==> src/refcounted_page_allocator_defines.svh <==
// assertion macros for the page allocator
// used by the top level only; expects clk_i and rst_ni in scope
`ifndef REFCOUNTED_PAGE_ALLOCATOR_DEFINES_SVH
`define REFCOUNTED_PAGE_ALLOCATOR_DEFINES_SVH

// same-cycle implication, checked outside reset
`define RPA_ASSERT_NOW(lbl, ante, cons, msg) \
  lbl: assert property (@(posedge clk_i) disable iff (!rst_ni) (ante) |-> (cons)) \
    else $error(msg);

// next-cycle implication, checked outside reset
`define RPA_ASSERT_NXT(lbl, ante, cons, msg) \
  lbl: assert property (@(posedge clk_i) disable iff (!rst_ni) (ante) |=> (cons)) \
    else $error(msg);

`endif

==> src/rpa_ram.sv <==
// single-port-write, single-port-read ram with registered read data
// no dependencies
module rpa_ram #(
  parameter int WIDTH = 8,
  parameter int DEPTH = 512
) (
  input  logic                     clk_i,
  input  logic                     we_i,
  input  logic [$clog2(DEPTH)-1:0] waddr_i,
  input  logic [WIDTH-1:0]         wdata_i,
  input  logic                     re_i,
  input  logic [$clog2(DEPTH)-1:0] raddr_i,
  output logic [WIDTH-1:0]         rdata_o
);

  logic [WIDTH-1:0] mem [DEPTH];
  logic [WIDTH-1:0] rdata_q;

  always_ff @(posedge clk_i) begin
    if (we_i) begin
      mem[waddr_i] <= wdata_i;
    end
  end

  // read data holds until the next read
  always_ff @(posedge clk_i) begin
    if (re_i) begin
      rdata_q <= mem[raddr_i];
    end
  end

  assign rdata_o = rdata_q;

endmodule

==> config.mk <==
export PLATFORM = sky130hd
export DESIGN_NAME = rpa_ram
export DESIGN_NICKNAME = d
export VERILOG_FILES = /design/src/refcounted_page_allocator_defines.svh /design/src/rpa_ram.sv
export SDC_FILE = /design/constraint.sdc
export NUM_CORES = 2
export LEC_CHECK = 0
export ABC_AREA = 1
export BUFFER_PORTS_ARGS = -buffer_cell sky130_fd_sc_hd__buf_2
export CAP_MARGIN = 0
export CORE_AREA = 3 3 613 615
export CTS_CLUSTER_SIZE = 24
export DETAILED_ROUTE_END_ITERATION = 16
export DIE_AREA = 0 0 616 618
export HOLD_SLACK_MARGIN = 0.12
export PLACE_DENSITY = 0.58
export RECOVER_POWER = 50
export SLEW_MARGIN = 20
export SYNTH_ARGS = -nofsm -noshare
export SYNTH_HDL_FRONTEND = slang
export SYNTH_SLANG_ARGS = --single-unit
==> constraint.sdc <==
create_clock -name clk_i -period 2.8 [get_ports clk_i]
set_input_delay 0.28 -clock clk_i [delete_from_list [all_inputs] [get_ports clk_i]]
set_output_delay 0.28 -clock clk_i [all_outputs]
set_load 0.05 [all_outputs]
==> results.md <==
- Crit path DAT: 3.42 ns
- Hold WC Path Type: in -> reg
- CORE AREA: 371000 sq um
- Die height: 618 um
- Post-synthesis net count: 13920
- MaxCap Viol Count: 13
- FMAX: 370 MHz
- Sum Neg Setup Slack: 0 ns
- Share of cells above drive strength 1: 0.122
- Setup crit end kind: flip-flop
- First-pass GRT wire length: 724 mm
- Die area: 381000 sq um
- RSZ-0062 raised after global routing: false
- Max FO, Critical Path: 1
- Pin count of the biggest net entering global routing: 107
- DRT iter0 DRCs: 13159
- CTS H-tree lvls: 5
- Routed len/inst: 24.8 um
- Top-area cell type share of the netlist area: 0.739
- Worst path required time: 3.51 ns
- Vias: 111204
- Slew @ Worst Pin: 2.70 ns
- Drt total wl: 495 mm
- Initial core utilization: 0.449
- Synth warn: 0
- WS Path Type: reg -> reg
- Status: finished, violations left
- Post-cts resize count: 0
- Largest cells by area after synthesis: edfxtp_1, nand3_1, nand2_1
- CTS buffer count: 429
- Initial antenna violation count: 30
- Sequential share of the synthesized area: 0.739
- Commonest non-fill, non-tap cell in the layout: nand2_1
- Die Wd: 616 um
- NumNets Final: 14595
- Power, Total: 134 mW
- Vias in the first global route: 105601
- Site Rows: 224
- Post-DP HPWL: 307 mm
- Most frequent cells in the layout: nand2_1, edfxtp_1, nand3_1
- Clock Tree Root: clkbuf_16
- Synth-to-Final Area Change: 16.3%
- Peak supply drop: 0.508 mV
- Final ANT Viol Nets: 0
- Max Root-Sink Buffers: 4
- Mean post-synth cell area: 12.0 sq um
- Fin crit share: 0.966
- Max-slew violation count: 733
- Clock skew: 0.0535 ns
- Yosys reg bits: 4104
- Smallest hold slack: 0.195 ns
- GRT Resource Usage Total: 0.254
- Hold depth: 5
- Synth cell types: 15
- Static Leakage: 68.9 nW
- Num ports: 37
- Slew margin rel.: -0.797
- Violated checks: max-capacitance violations, max-slew violations
- DRC Markers: 0
- Final hold vios: 0
- Gpl congestion: 0.876
- Total gr overflow: 0
- Tmin final: 2.71 ns
- Critical Path Source Type: flip-flop
- Final setup viols: 0
- Syn Inst Count: 13891
- Worst reg2reg path depth: 10
- PD cells: 690 nW/um^2
- Avg Vias per Cell: 5.58
- Clock Sinks: 4104
- Fill cells: 31709
- Buffers on Ports: 36
- TritonRoute pass-1 iters: 6
- CTS tree: done
- Post-synth top area cell: edfxtp_1
- Syn Std Cell Area: 167000 sq um
- Clock Latency Late Sink: 0.99 ns
- Clock transition at path regs: 0.06 ns
## path summary, 6_finish.rpt
check                   start          to  slack (ns)
hold / removal     waddr_i[6]  mem[10][5]        0.19
setup / recovery  mem[387][7]  rdata_o[7]        0.09
setup reg to reg  mem[387][7]  rdata_o[7]        0.09
hold reg to reg   mem[310][4]  rdata_o[4]        1.19
## Yosys cell counts, drive strengths merged
master and count:
nand2 4160, edfxtp 4104, nand3 4080, buf 799, nor2 514, clkbuf 184, inv 39, nor3 11
## where the power goes
part           total (mW)  switching, mW  leakage (nW)  internal, mW
registers            67.8         0.0656          36.9          67.7
logic                8.70           6.28          25.1          2.42
clock network        57.5           23.9          6.92          33.6
total                 134           30.2          68.9           104
## per-layer routing
layer	track usage	part of all wire	up-vias
met3	0.0355	0.077	815
met4	0.0923	0.038	10
met5	0	0.00014	-
met1	0.359	0.42	54902
li1	-	-	50927
met2	0.404	0.47	4550
## kinds of logic after synthesis
| family | Yosys count | share of synthesized area |
|---|---|---|
| simple gates | 8765 | 0.228 |
| flops | 4104 | 0.739 |
| buf+inv | 1022 | 0.0333 |
## what timing repair did
action	4_1_cts	5_1_grt
endpoints found under the setup margin	0	0
hold endpoints to repair	2146	0
setup buffers	0	0
hold buffers	17	0
## flip-flops by register name, summed over array words and instances, names as in the netlist
signal   cells
mem       4096
rdata_o      8
## area by class of cell
type / count / area, sq um / area share
multi-input cells: 8765 / 38100 / 0.197
repair buffers: 1227 / 12000 / 0.0619
clock inverters: 280 / 2920 / 0.0150
clock buffers: 506 / 11200 / 0.0577
inverters: 39 / 203 / 0.00104
flip-flops and latches: 4104 / 123000 / 0.635
well taps: 4972 / 6220 / 0.0321
diodes: 34 / 85.1 / 0.000439
## critical path: stages, from the launching register on
cell,delay (ns)
edfxtp_1,0.36
nand2_1,0.08
nand3_1,0.09
nand3_1,0.19
nand3_1,0.18
nand3_1,0.17
nand3_1,0.16
nand3_1,0.31
nand3_1,0.55
nand3_1,0.27
nand2_1,0.09
## through the flow
| stage | cells | setup slack (ns) | util | instance area, sq um |
|---|---|---|---|---|
| finish | 19927 | 0.0946 | 0.522 | 194000 |
| global route | 19921 | 0.0492 | 0.522 | 194000 |
| CTS | 19893 | 0.274 | 0.523 | 194000 |
| detailed placement | 19090 | -0.446 | 0.485 | 180000 |
| global placement | 19090 | -0.458 | 0.485 | 180000 |
| floorplan | 13891 | 0.929 | - | 167000 |
(Power assumes the default switching activity.)
